--- src/rtl/slm_pkg.sv ---
// ----------------------------------------------------------------------------
// slm_pkg
// Shared types, widths and constants of the stereo block level meter.
// ----------------------------------------------------------------------------
package slm_pkg;

  localparam int SAMPLE_W      = 24;
  localparam int MAX_FRAMES    = 1024;
  localparam int FRAMES_W      = $clog2(MAX_FRAMES + 1);
  localparam int CNT_W         = (MAX_FRAMES > 1) ? $clog2(MAX_FRAMES) : 1;
  localparam int SQ_W          = 2 * SAMPLE_W;
  // largest square is 2^46, times MAX_FRAMES frames
  localparam int SUM_W         = 2 * SAMPLE_W - 2 + FRAMES_W;
  localparam int ZCR_W         = 16;
  localparam int ROOT_W        = SAMPLE_W;
  localparam int SQ_IN_W       = 2 * ROOT_W;
  localparam int FRAME_TOTAL_W = 11;
  localparam int DIV_CNT_W     = $clog2(SUM_W);
  localparam int SQ_CNT_W      = $clog2(ROOT_W);

  localparam int IN_TDATA_W    = 2 * SAMPLE_W;
  localparam int OUT_FIELDS_W  = 4 * SAMPLE_W + 2 * ZCR_W + FRAME_TOTAL_W;
  localparam int OUT_TDATA_W   = ((OUT_FIELDS_W + 7) / 8) * 8;
  localparam int OUT_PAD_W     = OUT_TDATA_W - OUT_FIELDS_W;

  localparam int CFG_W = 2;
  localparam logic [CFG_W-1:0] CH_MONO  = 2'd1;
  localparam logic [CFG_W-1:0] CH_RESET = 2'd2;

  typedef enum logic [1:0] {
    OP_SUM_L,
    OP_SUM_R,
    OP_ZCR_L,
    OP_ZCR_R
  } div_op_t;

  typedef enum logic [3:0] {
    ST_ACC,
    ST_FLUSH,
    ST_SETUP,
    ST_DIV_SUM_L,
    ST_SQRT_L,
    ST_DIV_SUM_R,
    ST_SQRT_R,
    ST_DIV_ZCR_L,
    ST_DIV_ZCR_R,
    ST_LOAD
  } state_t;

  typedef struct packed {
    logic    accept;
    logic    div_start;
    div_op_t div_op;
    logic    sqrt_start;
    logic    sqrt_ch;
    logic    load_out;
  } cmd_t;

  typedef struct packed {
    logic block_end;
    logic div_done;
    logic sqrt_done;
    logic out_full;
  } sts_t;

endpackage

--- src/rtl/slm_div.sv ---
// ----------------------------------------------------------------------------
// slm_div
// Restoring divider, one quotient bit per cycle, for sums and crossing counts.
// ----------------------------------------------------------------------------
module slm_div (
  input  logic                         clk,
  input  logic                         rst,
  input  logic                         start,
  input  logic [slm_pkg::SUM_W-1:0]    dividend,
  input  logic [slm_pkg::FRAMES_W-1:0] divisor,
  output logic                         busy,
  output logic                         done,
  output logic [slm_pkg::SUM_W-1:0]    quotient
);
  import slm_pkg::*;

  logic [DIV_CNT_W-1:0] cnt;
  logic [FRAMES_W-1:0]  rem;
  logic [FRAMES_W-1:0]  den;
  logic [FRAMES_W:0]    trial;
  logic [FRAMES_W:0]    diff;
  logic                 ge;

  always_comb begin
    trial = {rem, quotient[SUM_W-1]};
    ge    = trial >= {1'b0, den};
    diff  = trial - {1'b0, den};
  end

  always_ff @(posedge clk) begin
    if (rst) begin
      busy <= 1'b0;
      done <= 1'b0;
    end else begin
      done <= busy && (cnt == '0);
      if (start) begin
        busy <= 1'b1;
      end else if (busy && (cnt == '0)) begin
        busy <= 1'b0;
      end
    end
  end

  always_ff @(posedge clk) begin
    if (start) begin
      quotient <= dividend;
      rem      <= '0;
      den      <= divisor;
      cnt      <= DIV_CNT_W'(SUM_W - 1);
    end else if (busy) begin
      cnt <= cnt - 1'b1;
      if (ge) begin
        rem      <= diff[FRAMES_W-1:0];
        quotient <= {quotient[SUM_W-2:0], 1'b1};
      end else begin
        rem      <= trial[FRAMES_W-1:0];
        quotient <= {quotient[SUM_W-2:0], 1'b0};
      end
    end
  end

endmodule

--- src/rtl/slm_sqrt.sv ---
// ----------------------------------------------------------------------------
// slm_sqrt
// Digit-by-digit integer square root, one root bit per cycle.
// ----------------------------------------------------------------------------
module slm_sqrt (
  input  logic                        clk,
  input  logic                        rst,
  input  logic                        start,
  input  logic [slm_pkg::SQ_IN_W-1:0] operand,
  output logic                        busy,
  output logic                        done,
  output logic [slm_pkg::ROOT_W-1:0]  root
);
  import slm_pkg::*;

  logic [SQ_CNT_W-1:0] cnt;
  logic [SQ_IN_W-1:0]  opnd;
  logic [ROOT_W:0]     rem;
  logic [ROOT_W+2:0]   rem_sh;
  logic [ROOT_W+2:0]   trial;
  logic [ROOT_W+2:0]   diff;
  logic                ge;

  always_comb begin
    rem_sh = {rem, opnd[SQ_IN_W-1 -: 2]};
    trial  = (ROOT_W+3)'({root, 2'b01});
    ge     = rem_sh >= trial;
    diff   = rem_sh - trial;
  end

  always_ff @(posedge clk) begin
    if (rst) begin
      busy <= 1'b0;
      done <= 1'b0;
    end else begin
      done <= busy && (cnt == '0);
      if (start) begin
        busy <= 1'b1;
      end else if (busy && (cnt == '0)) begin
        busy <= 1'b0;
      end
    end
  end

  always_ff @(posedge clk) begin
    if (start) begin
      opnd <= operand;
      root <= '0;
      rem  <= '0;
      cnt  <= SQ_CNT_W'(ROOT_W - 1);
    end else if (busy) begin
      cnt  <= cnt - 1'b1;
      opnd <= {opnd[SQ_IN_W-3:0], 2'b00};
      if (ge) begin
        rem  <= diff[ROOT_W:0];
        root <= {root[ROOT_W-2:0], 1'b1};
      end else begin
        rem  <= rem_sh[ROOT_W:0];
        root <= {root[ROOT_W-2:0], 1'b0};
      end
    end
  end

endmodule

--- src/rtl/slm_dp.sv ---
// ----------------------------------------------------------------------------
// slm_dp
// Accumulators, end-of-block arithmetic units and the result register.
// ----------------------------------------------------------------------------
module slm_dp (
  input  logic                            clk,
  input  logic                            rst,
  input  slm_pkg::cmd_t                   cmd,
  output slm_pkg::sts_t                   sts,
  input  logic [slm_pkg::IN_TDATA_W-1:0]  s_tdata,
  input  logic                            s_tlast,
  input  logic                            cfg_we,
  input  logic [slm_pkg::CFG_W-1:0]       cfg_wdata,
  output logic                            m_tvalid,
  input  logic                            m_tready,
  output logic [slm_pkg::OUT_TDATA_W-1:0] m_tdata
);
  import slm_pkg::*;

  logic [CFG_W-1:0]    chan_cnt;
  logic [SUM_W-1:0]    sum      [2];
  logic [SAMPLE_W-1:0] peak     [2];
  logic [CNT_W-1:0]    zc       [2];
  logic                prev_pos [2];
  logic [SQ_W-1:0]     sq       [2];
  logic                sq_vld;
  logic [FRAMES_W-1:0] frames;

  logic [SAMPLE_W-1:0] smp [2];
  logic [SAMPLE_W-1:0] mag [2];
  logic                pos [2];

  logic [ROOT_W-1:0]   rms [2];
  logic [ZCR_W-1:0]    zcr [2];
  div_op_t             op_q;
  logic                sq_ch_q;

  logic [SUM_W-1:0]    div_dividend;
  logic                div_busy;
  logic                div_done;
  logic [SUM_W-1:0]    div_quo;
  logic                sqrt_busy;
  logic                sqrt_done;
  logic [ROOT_W-1:0]   sqrt_root;

  logic                mono;

  assign smp[0] = s_tdata[SAMPLE_W-1:0];
  assign smp[1] = s_tdata[2*SAMPLE_W-1:SAMPLE_W];

  always_comb begin
    for (int c = 0; c < 2; c++) begin
      // most negative sample wraps to 2^23, which still fits unsigned
      mag[c] = smp[c][SAMPLE_W-1] ? (~smp[c] + 1'b1) : smp[c];
      pos[c] = !smp[c][SAMPLE_W-1] && (smp[c] != '0);
    end
  end

  always_ff @(posedge clk) begin
    if (rst) begin
      chan_cnt <= CH_RESET;
    end else if (cfg_we) begin
      chan_cnt <= cfg_wdata;
    end
  end

  // accumulate: squares are registered, then added to the sum in the cycle after
  always_ff @(posedge clk) begin
    if (rst || cmd.load_out) begin
      frames <= '0;
      sq_vld <= 1'b0;
      for (int c = 0; c < 2; c++) begin
        sum[c]      <= '0;
        peak[c]     <= '0;
        zc[c]       <= '0;
        prev_pos[c] <= 1'b0;
      end
    end else begin
      sq_vld <= cmd.accept;
      for (int c = 0; c < 2; c++) begin
        if (sq_vld) begin
          sum[c] <= sum[c] + SUM_W'(sq[c]);
        end
      end
      if (cmd.accept) begin
        frames <= frames + 1'b1;
        for (int c = 0; c < 2; c++) begin
          if (mag[c] > peak[c]) begin
            peak[c] <= mag[c];
          end
          if ((frames != '0) && (pos[c] != prev_pos[c])) begin
            zc[c] <= zc[c] + 1'b1;
          end
          prev_pos[c] <= pos[c];
        end
      end
    end
  end

  always_ff @(posedge clk) begin
    if (cmd.accept) begin
      for (int c = 0; c < 2; c++) begin
        sq[c] <= mag[c] * mag[c];
      end
    end
  end

  always_comb begin
    case (cmd.div_op)
      OP_SUM_L: div_dividend = sum[0];
      OP_SUM_R: div_dividend = sum[1];
      OP_ZCR_L: div_dividend = SUM_W'({zc[0], {ZCR_W{1'b0}}});
      OP_ZCR_R: div_dividend = SUM_W'({zc[1], {ZCR_W{1'b0}}});
      default:  div_dividend = '0;
    endcase
  end

  slm_div u_div (
    .clk      (clk),
    .rst      (rst),
    .start    (cmd.div_start),
    .dividend (div_dividend),
    .divisor  (frames),
    .busy     (div_busy),
    .done     (div_done),
    .quotient (div_quo)
  );

  slm_sqrt u_sqrt (
    .clk     (clk),
    .rst     (rst),
    .start   (cmd.sqrt_start),
    .operand (div_quo[SQ_IN_W-1:0]),
    .busy    (sqrt_busy),
    .done    (sqrt_done),
    .root    (sqrt_root)
  );

  always_ff @(posedge clk) begin
    if (cmd.div_start) begin
      op_q <= cmd.div_op;
    end
    if (cmd.sqrt_start) begin
      sq_ch_q <= cmd.sqrt_ch;
    end
    if (div_done) begin
      case (op_q)
        OP_ZCR_L: zcr[0] <= div_quo[ZCR_W-1:0];
        OP_ZCR_R: zcr[1] <= div_quo[ZCR_W-1:0];
        default: ;
      endcase
    end
    if (sqrt_done) begin
      rms[sq_ch_q] <= sqrt_root;
    end
  end

  assign mono = (chan_cnt == CH_MONO);

  always_ff @(posedge clk) begin
    if (rst) begin
      m_tvalid <= 1'b0;
    end else if (cmd.load_out) begin
      m_tvalid <= 1'b1;
    end else if (m_tready) begin
      m_tvalid <= 1'b0;
    end
  end

  always_ff @(posedge clk) begin
    if (cmd.load_out) begin
      m_tdata <= {{OUT_PAD_W{1'b0}},
                  FRAME_TOTAL_W'(frames),
                  mono ? {ZCR_W{1'b0}} : zcr[1],
                  zcr[0],
                  mono ? {SAMPLE_W{1'b0}} : peak[1],
                  peak[0],
                  mono ? {ROOT_W{1'b0}} : rms[1],
                  rms[0]};
    end
  end

  assign sts.block_end = s_tlast || (frames == FRAMES_W'(MAX_FRAMES - 1));
  assign sts.div_done  = div_done;
  assign sts.sqrt_done = sqrt_done;
  assign sts.out_full  = m_tvalid;

`ifndef SYNTHESIS
  a_clear_on_load: assert property (@(posedge clk) disable iff (rst)
    cmd.load_out |=> (frames == '0) && m_tvalid)
    else $error("accumulators not cleared on result load");

  a_frames_bound: assert property (@(posedge clk) disable iff (rst)
    frames <= FRAMES_W'(MAX_FRAMES))
    else $error("frame count beyond block limit");

  a_zc_bound: assert property (@(posedge clk) disable iff (rst)
    (frames != '0) |-> (FRAMES_W'(zc[0]) < frames) && (FRAMES_W'(zc[1]) < frames))
    else $error("crossing count not below frame count");

  a_div_idle: assert property (@(posedge clk) disable iff (rst)
    cmd.div_start |-> !div_busy && !cmd.accept)
    else $error("divider started while busy or accumulating");

  a_sqrt_idle: assert property (@(posedge clk) disable iff (rst)
    cmd.sqrt_start |-> !sqrt_busy && !div_busy)
    else $error("square root started while a unit is busy");
`endif

endmodule

--- src/rtl/slm_ctrl.sv ---
// ----------------------------------------------------------------------------
// slm_ctrl
// Sequencer: frame accumulation, then the end-of-block divide/sqrt steps.
// ----------------------------------------------------------------------------
module slm_ctrl (
  input  logic          clk,
  input  logic          rst,
  input  logic          s_tvalid,
  output logic          s_tready,
  input  slm_pkg::sts_t sts,
  output slm_pkg::cmd_t cmd
);
  import slm_pkg::*;

  state_t state;
  state_t state_next;

  always_ff @(posedge clk) begin
    if (rst) begin
      state <= ST_ACC;
    end else begin
      state <= state_next;
    end
  end

  always_comb begin
    state_next     = state;
    cmd            = '0;
    cmd.div_op     = OP_SUM_L;
    s_tready       = 1'b0;
    case (state)
      ST_ACC: begin
        s_tready   = 1'b1;
        cmd.accept = s_tvalid;
        if (s_tvalid && sts.block_end) begin
          state_next = ST_FLUSH;
        end
      end
      // last square lands in the sum here
      ST_FLUSH: begin
        state_next = ST_SETUP;
      end
      ST_SETUP: begin
        cmd.div_start = 1'b1;
        cmd.div_op    = OP_SUM_L;
        state_next    = ST_DIV_SUM_L;
      end
      ST_DIV_SUM_L: begin
        if (sts.div_done) begin
          cmd.sqrt_start = 1'b1;
          cmd.sqrt_ch    = 1'b0;
          state_next     = ST_SQRT_L;
        end
      end
      ST_SQRT_L: begin
        if (sts.sqrt_done) begin
          cmd.div_start = 1'b1;
          cmd.div_op    = OP_SUM_R;
          state_next    = ST_DIV_SUM_R;
        end
      end
      ST_DIV_SUM_R: begin
        if (sts.div_done) begin
          cmd.sqrt_start = 1'b1;
          cmd.sqrt_ch    = 1'b1;
          state_next     = ST_SQRT_R;
        end
      end
      ST_SQRT_R: begin
        if (sts.sqrt_done) begin
          cmd.div_start = 1'b1;
          cmd.div_op    = OP_ZCR_L;
          state_next    = ST_DIV_ZCR_L;
        end
      end
      ST_DIV_ZCR_L: begin
        if (sts.div_done) begin
          cmd.div_start = 1'b1;
          cmd.div_op    = OP_ZCR_R;
          state_next    = ST_DIV_ZCR_R;
        end
      end
      ST_DIV_ZCR_R: begin
        if (sts.div_done) begin
          state_next = ST_LOAD;
        end
      end
      // wait for the previous result beat to leave
      ST_LOAD: begin
        if (!sts.out_full) begin
          cmd.load_out = 1'b1;
          state_next   = ST_ACC;
        end
      end
      default: begin
        state_next = ST_ACC;
      end
    endcase
  end

endmodule

--- src/rtl/stereo_block_level_meter.sv ---
// ----------------------------------------------------------------------------
// stereo_block_level_meter
// Per-channel RMS, peak and zero-crossing rate over blocks of stereo frames.
// ----------------------------------------------------------------------------
// throughput: one frame per cycle while a block is accumulating
// end of block: input is held off while the bit-serial divider (four divides)
//   and square root run
// the result beat is registered; the next block accumulates while it waits
// rst is synchronous: accumulators cleared, channel_count back to stereo
module stereo_block_level_meter (
  input  logic                            clk,
  input  logic                            rst,
  input  logic                            s_axis_tvalid,
  output logic                            s_axis_tready,
  // sample_left, sample_right
  input  logic [slm_pkg::IN_TDATA_W-1:0]  s_axis_tdata,
  input  logic                            s_axis_tlast,
  output logic                            m_axis_tvalid,
  input  logic                            m_axis_tready,
  // rms_left, rms_right, peak_left, peak_right, zcr_left, zcr_right,
  // frame_total, zero fill
  output logic [slm_pkg::OUT_TDATA_W-1:0] m_axis_tdata,
  input  logic                            cfg_we,
  input  logic [slm_pkg::CFG_W-1:0]       cfg_wdata
);
  import slm_pkg::*;

  cmd_t cmd;
  sts_t sts;

  slm_ctrl u_ctrl (
    .clk      (clk),
    .rst      (rst),
    .s_tvalid (s_axis_tvalid),
    .s_tready (s_axis_tready),
    .sts      (sts),
    .cmd      (cmd)
  );

  slm_dp u_dp (
    .clk       (clk),
    .rst       (rst),
    .cmd       (cmd),
    .sts       (sts),
    .s_tdata   (s_axis_tdata),
    .s_tlast   (s_axis_tlast),
    .cfg_we    (cfg_we),
    .cfg_wdata (cfg_wdata),
    .m_tvalid  (m_axis_tvalid),
    .m_tready  (m_axis_tready),
    .m_tdata   (m_axis_tdata)
  );

endmodule
--- config.mk ---
export PLATFORM = sky130hd
export DESIGN_NAME = stereo_block_level_meter
export DESIGN_NICKNAME = d
export VERILOG_FILES = /design/src/rtl/slm_pkg.sv /design/src/rtl/slm_div.sv /design/src/rtl/slm_sqrt.sv /design/src/rtl/slm_dp.sv /design/src/rtl/slm_ctrl.sv /design/src/rtl/stereo_block_level_meter.sv
export SDC_FILE = /design/constraint.sdc
export NUM_CORES = 2
export LEC_CHECK = 0
export BUFFER_PORTS_ARGS = -buffer_cell sky130_fd_sc_hd__buf_4
export CAP_MARGIN = 0
export CORE_AREA = 2 2 336 338
export CTS_BUF_LIST = sky130_fd_sc_hd__clkbuf_8 sky130_fd_sc_hd__clkbuf_16
export CTS_CLUSTER_SIZE = 20
export DETAILED_ROUTE_END_ITERATION = 8
export DIE_AREA = 0 0 338 340
export GPL_ROUTABILITY_DRIVEN = 0
export PLACE_DENSITY = 0.77
export SYNTH_ARGS = -nofsm -noshare
export SYNTH_HDL_FRONTEND = slang
export SYNTH_SLANG_ARGS = --single-unit
--- constraint.sdc ---
create_clock -name clk -period 11.3 [get_ports clk]
set_input_delay 0 -clock clk [delete_from_list [all_inputs] [get_ports clk]]
set_output_delay 0 -clock clk [all_outputs]
set_load 0.05 [all_outputs]
Yosys cells after proc, flatten, opt, wreduce, memory -nomap -nowiden
Memory sizes are Yosys's and may differ from the RTL's. A register that Yosys moved wholly into a read port is not among the register bits.
Cells that the tools add are included.
Widths: inputs -> output; s select.
{"block": "classes", "n_mul": 2, "addsub": 11, "order_cmp": 4, "n_reduce_logical": 25, "bitwise_logic": 10, "n_mux": 81, "n_eq_ne": 26}
{"operator": "$mux 57", "n": 4}
{"operator": "$pmux 57 s4", "n": 1}
{"operator": "$add 57x48->57", "n": 2}
{"operator": "$mul 24x24->48", "n": 2}
{"operator": "$mux 24", "n": 4}
{"operator": "$mux 48", "n": 2}
{"operator": "$mux 1", "n": 49}
{"operator": "$add 24x1->24 const B", "n": 2}
{"operator": "$gt 24x24->1", "n": 2}
{"operator": "$not 24->24", "n": 2}
{"operator": "$reduce_bool 24->1", "n": 2}
{"operator": "$pmux 4 s10", "n": 1}
{"operator": "$mux 4", "n": 8}
{"operator": "$ge 27x26->1", "n": 1}
{"operator": "$mux 25", "n": 1}
{"operator": "$sub 25x25->25", "n": 1}
{"operator": "$add 10x1->10 const B", "n": 2}
{"operator": "$mux 10", "n": 2}
{"operator": "$eq 4x3->1 const B", "n": 4}
{"operator": "$mux 16", "n": 1}
{"operator": "$reduce_or 16->1", "n": 1}
{"operator": "$ne 2x1->1 const B", "n": 7}
{"operator": "$ge 12x11->1", "n": 1}
{"operator": "$pmux 3 s4", "n": 1}
{"operator": "other kinds (27)", "n": 56}
{"block": "totals", "memories": 7, "elab_cells": 187, "mem_bits_rw": 360, "register_bits": 352}
{"memory": "u_dp.sum", "depth": 2, "word_bits": 57, "read_ports": 2, "rd_ports_with_merged_regs": 0, "write_ports": 2, "line": "slm_dp.sv:21", "source": "logic [SUM_W-1:0] sum [2];"}
{"memory": "u_dp.sq", "depth": 2, "word_bits": 48, "read_ports": 2, "rd_ports_with_merged_regs": 0, "write_ports": 2, "line": "slm_dp.sv:25", "source": "logic [SQ_W-1:0] sq [2];"}
{"memory": "u_dp.peak", "depth": 2, "word_bits": 24, "read_ports": 2, "rd_ports_with_merged_regs": 0, "write_ports": 2, "line": "slm_dp.sv:22", "source": "logic [SAMPLE_W-1:0] peak [2];"}
{"memory": "u_dp.rms", "depth": 2, "word_bits": 24, "read_ports": 2, "rd_ports_with_merged_regs": 2, "write_ports": 1, "line": "slm_dp.sv:33", "source": "logic [ROOT_W-1:0] rms [2];"}
{"memory": "u_dp.zcr", "depth": 2, "word_bits": 16, "read_ports": 2, "rd_ports_with_merged_regs": 2, "write_ports": 1, "line": "slm_dp.sv:34", "source": "logic [ZCR_W-1:0] zcr [2];"}
{"memory": "u_dp.zc", "depth": 2, "word_bits": 10, "read_ports": 2, "rd_ports_with_merged_regs": 0, "write_ports": 2, "line": "slm_dp.sv:23", "source": "logic [CNT_W-1:0] zc [2];"}
{"memory": "+1 memories"}

Depth between registers and ports, before layout
{"block": "logic_depth", "ltp_word": 9, "mapped_depth": 38}

By module
Synthesis repeated with hierarchy kept, for this count alone.
{"block": "hier_totals", "cells_unflattened": 6550, "area_unflattened_um2": 67537.3}
{"mod": "slm_dp", "area_each_um2": 57426.3, "seq_area_each_um2": 15314.7, "cells_each": 5660, "n_inst": 1}
{"mod": "slm_sqrt", "area_each_um2": 5580.4, "seq_area_each_um2": 2562.5, "cells_each": 537, "n_inst": 1}
{"mod": "slm_div", "area_each_um2": 4150.2, "seq_area_each_um2": 2422.3, "cells_each": 307, "n_inst": 1}
{"mod": "slm_ctrl", "area_each_um2": 380.4, "seq_area_each_um2": 80.1, "cells_each": 46, "n_inst": 1}

Worst setup path after synthesis
No wires, ideal clock.
{"block": "synth_timing", "path_kind": "reg-to-reg", "start": "register u_ctrl.state[1]", "end": "memory u_dp.sum[0][0] (netlist bit), enable pin", "path_slack_ns": 1.338, "arrival_ns": 9.483, "stages_incl_launch_ff": 6, "setup_time_ns": 0.479, "required_ns": 10.821, "path_cell_list": "dfxtp_1 -> clkbuf_1 -> nor2_1 -> nand2_1 -> nor2_1 -> or3_1"}
{"element": "start, declared", "line": "slm_ctrl.sv:15", "source": "state_t state;"}
{"element": "start signal, assigned", "line": "slm_ctrl.sv:22", "source": "state <= state_next;"}
{"element": "end, declared", "line": "slm_dp.sv:21"}

==> summary.txt <==
Run status
  • Result of the run: completed

Route
  • Final WL: 159,500 um
  • Vias/cell: 5.683
  • First-pass detailed-route iteration total: 6
  • Routed wire length per instance: 18.98 um
  • # DRC: 0
  • First DRT Iteration DRCs: 4,246
  • Via count: 47.74k
  • Post-DRT Antenna Nets: 0

Timing
  • Max Slew Vio Count: 0
  • Relative slew slack: 16.97%
  • Final WS setup: 1.484 ns
  • Setup Skew: 0.04652 ns
  • Setup-failing EPs final: 0
  • Fmax: 101.9 MHz
  • Final Hold Viols: 0
  • Fin crit share: 86.86%
  • Setup TNS: 0 ns
  • Tightest Pin Transition: 1.241 ns
  • Post-layout min period: 9.816 ns
  • RSZ-0062 raised after global routing: no

Layout
  • Nets: 8,266
  • Filler instances: 8,546
  • Final Util: 65.35%
  • Post-route cell area: 72,910 um^2
  • Layout cells sized above 1: 6.769%
  • Most common cell after layout, fill and taps aside: inv_1
  • Register area: 20,380 um^2
  • Highest-count cells in the layout ignoring fill and taps: inv_1 (1,296), fa_1 (849), nor2_1 (665)
  • Multi-input gate area: 40,580 um^2
  • P&R area growth vs syn: 9.626%

Logic synthesis
  • Synth Flop Type: edfxtp_1
  • Cell Area, Synth: 66,510 um^2
  • Yosys warning total: 0
  • Synth Register Bits: 710
  • Syn_area_per_cell: 10.04 um^2
  • Adder-Cell Fraction of Synth Area: 35.49%
  • Gate Count Post-Synth: 6,627
  • Largest family of logic cells by synthesized area: adder cells
  • Simple-Gate Fraction of Synth Area: 11.65%
  • Post-synth EDFFs: 616
  • Mux cell area share after synthesis: 0.4985%
  • Synth Area in Compound Gates: 9.229%
  • Register area share after synthesis: 30.64%
  • Post-synth cell types: 96
  • Synth Area in XOR/XNOR: 3.798%
  • Async set or reset register ratio after synthesis: 0%

Place
  • Place WS: 1.472 ns
  • # port buffers: 196
  • Post-DP Area: 69,760 um^2
  • HPWL Detailed: 122,600 um

Die
  • Ports: 202
  • Die height: 340 um
  • Area of the die: 114,900 um^2
  • Die Span X: 338 um
  • Initial core utilization: 59.61%
  • Rows: 123
  • Core ar.: 111,600 um^2

Worst setup path
  • CP Class: input port to flip-flop
  • CP peak stage delay: 0.54 ns
  • Crit-path leading delay family: adder cells
  • Crit path DAT: 10.25 ns
  • CP max FO: 19
  • Cells on worst reg2reg path: 12
  • Crit Reg-Reg Startpoint: u_dp.sq[0][48]
  • WP buf/inv: 7
  • R2R Path End: u_dp.sum[0][109]
  • Worst path slowest cell: dlygate4sd3_1
  • Flop-to-flop setup slack: 6.83 ns
  • Req. time, crit path: 11.73 ns
  • Startpoint Class: input port
  • CP endpoint kind: flip-flop
  • CP most frequent cell: fa_1

Flow run
  • Max-Cap Viols: 0

Clock tree
  • Postcts setup bufs: 0
  • Htree depth: 3
  • CTS Hold Buffers Added: 39
  • Resize count post-CTS: 0
  • Root Buffer Master: clkbuf_16
  • # clock sinks: 710
  • CTS tree: built
  • Worst-Skew Late Latency: 0.69 ns
  • Clk pin slew, worst setup/hold paths: 0.05 ns
  • Clk buf depth: 3
  • CTS buffer count: 79

Global route
  • Largest net degree at the start of global routing: 144
  • First-pass GRT wire length: 255,300 um
  • Vias in the first global route: 48.87k
  • Global Route Usage Sum: 28.11%
  • Grt ovf: 0
  • Initial antenna violation count: 3

Min path
  • Hold WC Path Type: input port to flip-flop
  • Hold Path Stages: 3
  • Endpoint, Worst Hold: u_dp.peak[0][10]
  • HP Start: s_axis_tdata[10]
[cells in the mapped netlist (94+ instances only)]
cell | count | area (um^2)
xnor2_1 | 160 | 1401
inv_1 | 1281 | 4808
dfxtp_1 | 94 | 1882
ha_1 | 528 | 6606
nor2_1 | 668 | 2507
fa_1 | 849 | 17000
edfxtp_1 | 616 | 18500
a21oi_1 | 265 | 1326
o21ai_0 | 168 | 840.8
a21o_1 | 151 | 1134
xor2_1 | 116 | 1016
clkbuf_1 | 179 | 671.9
nand2_1 | 641 | 2406
[metal layers]
metal  GRT usage, %  up-vias  wire length, um
met3          4.979      420            14170
met5              0        -                0
met1          37.66    23420            62820
met4          11.00        0             7030
met2          45.72     2086            75470
li1               -    21820                -
[per-stage QoR]
stage	hold WS (ns)	instances
finish	0.06237	8401
global route	0.07224	8401
CTS	0.02936	8399
detailed placement	0.2115	8213
global placement	0.2075	8213
floorplan	0.09857	6664
[sequential cells by signal (all words and copies together), names as in the netlist, 11 cells and up]
signal,cells
u_dp.rms,48
u_dp.u_sqrt.root,24
u_dp.frames,11
u_dp.u_sqrt.rem,25
u_dp.u_sqrt.opnd,48
u_dp.m_tdata,139
u_dp.peak,48
u_dp.sq,94
u_dp.zc,20
u_dp.u_div.den,11
u_dp.sum,114
u_dp.u_div.quotient,57
u_dp.zcr,32
u_dp.u_div.rem,11
[kinds of logic after synthesis]
group / Yosys count
AO/OA/AOI/OAI: 927
XOR/XNOR: 282
adder cells (fa/ha/maj): 1377
buffers and inverters: 1525
flip-flops: 710
multiplexers: 33
other: 2
AND/OR/NAND/NOR: 1771
[worst max-delay path by stage]
stage | start | end | slack [ns] | cells after the start
3_5_place_dp | s_axis_tdata[0] | u_dp.sq[0][45] | 1.47 | 33
2_1_floorplan | u_ctrl.state[1] | u_dp.sum[0][0] | 1.34 | 5
5_1_grt | s_axis_tdata[0] | u_dp.sq[0][45] | 1.09 | 34
4_1_cts | s_axis_tdata[0] | u_dp.sq[0][45] | 1.59 | 34
6_report | s_axis_tdata[0] | u_dp.sq[0][45] | 1.48 | 34
3_3_place_gp | s_axis_tdata[0] | u_dp.sq[0][45] | 1.65 | 33
[worst reg2reg max path: stages, from the launching register on]
cell and delay [ns]:
edfxtp_1 0.48, ha_1 0.27, ha_1 0.23, a21oi_1 0.23
o22ai_1 0.17, o41ai_1 0.55, a21oi_1 0.20, o211ai_1 0.61
o31ai_1 0.26, a221oi_2 0.40, o31a_1 0.34, o21ai_2 0.20
a41o_1 0.28
[area by class of cell]
class / count / area share, %
multi-input cells: 4429 / 55.65
diodes: 2 / 0.006864
inverters: 1307 / 6.732
well taps: 1500 / 2.574
repair buffers: 306 / 3.302
clock buffers: 84 / 2.837
clock inverters: 63 / 0.9455
flip-flops and latches: 710 / 27.95
Power is not shown: default switching activity piles up to over one toggle a cycle in this logic, so the estimate is an artifact.
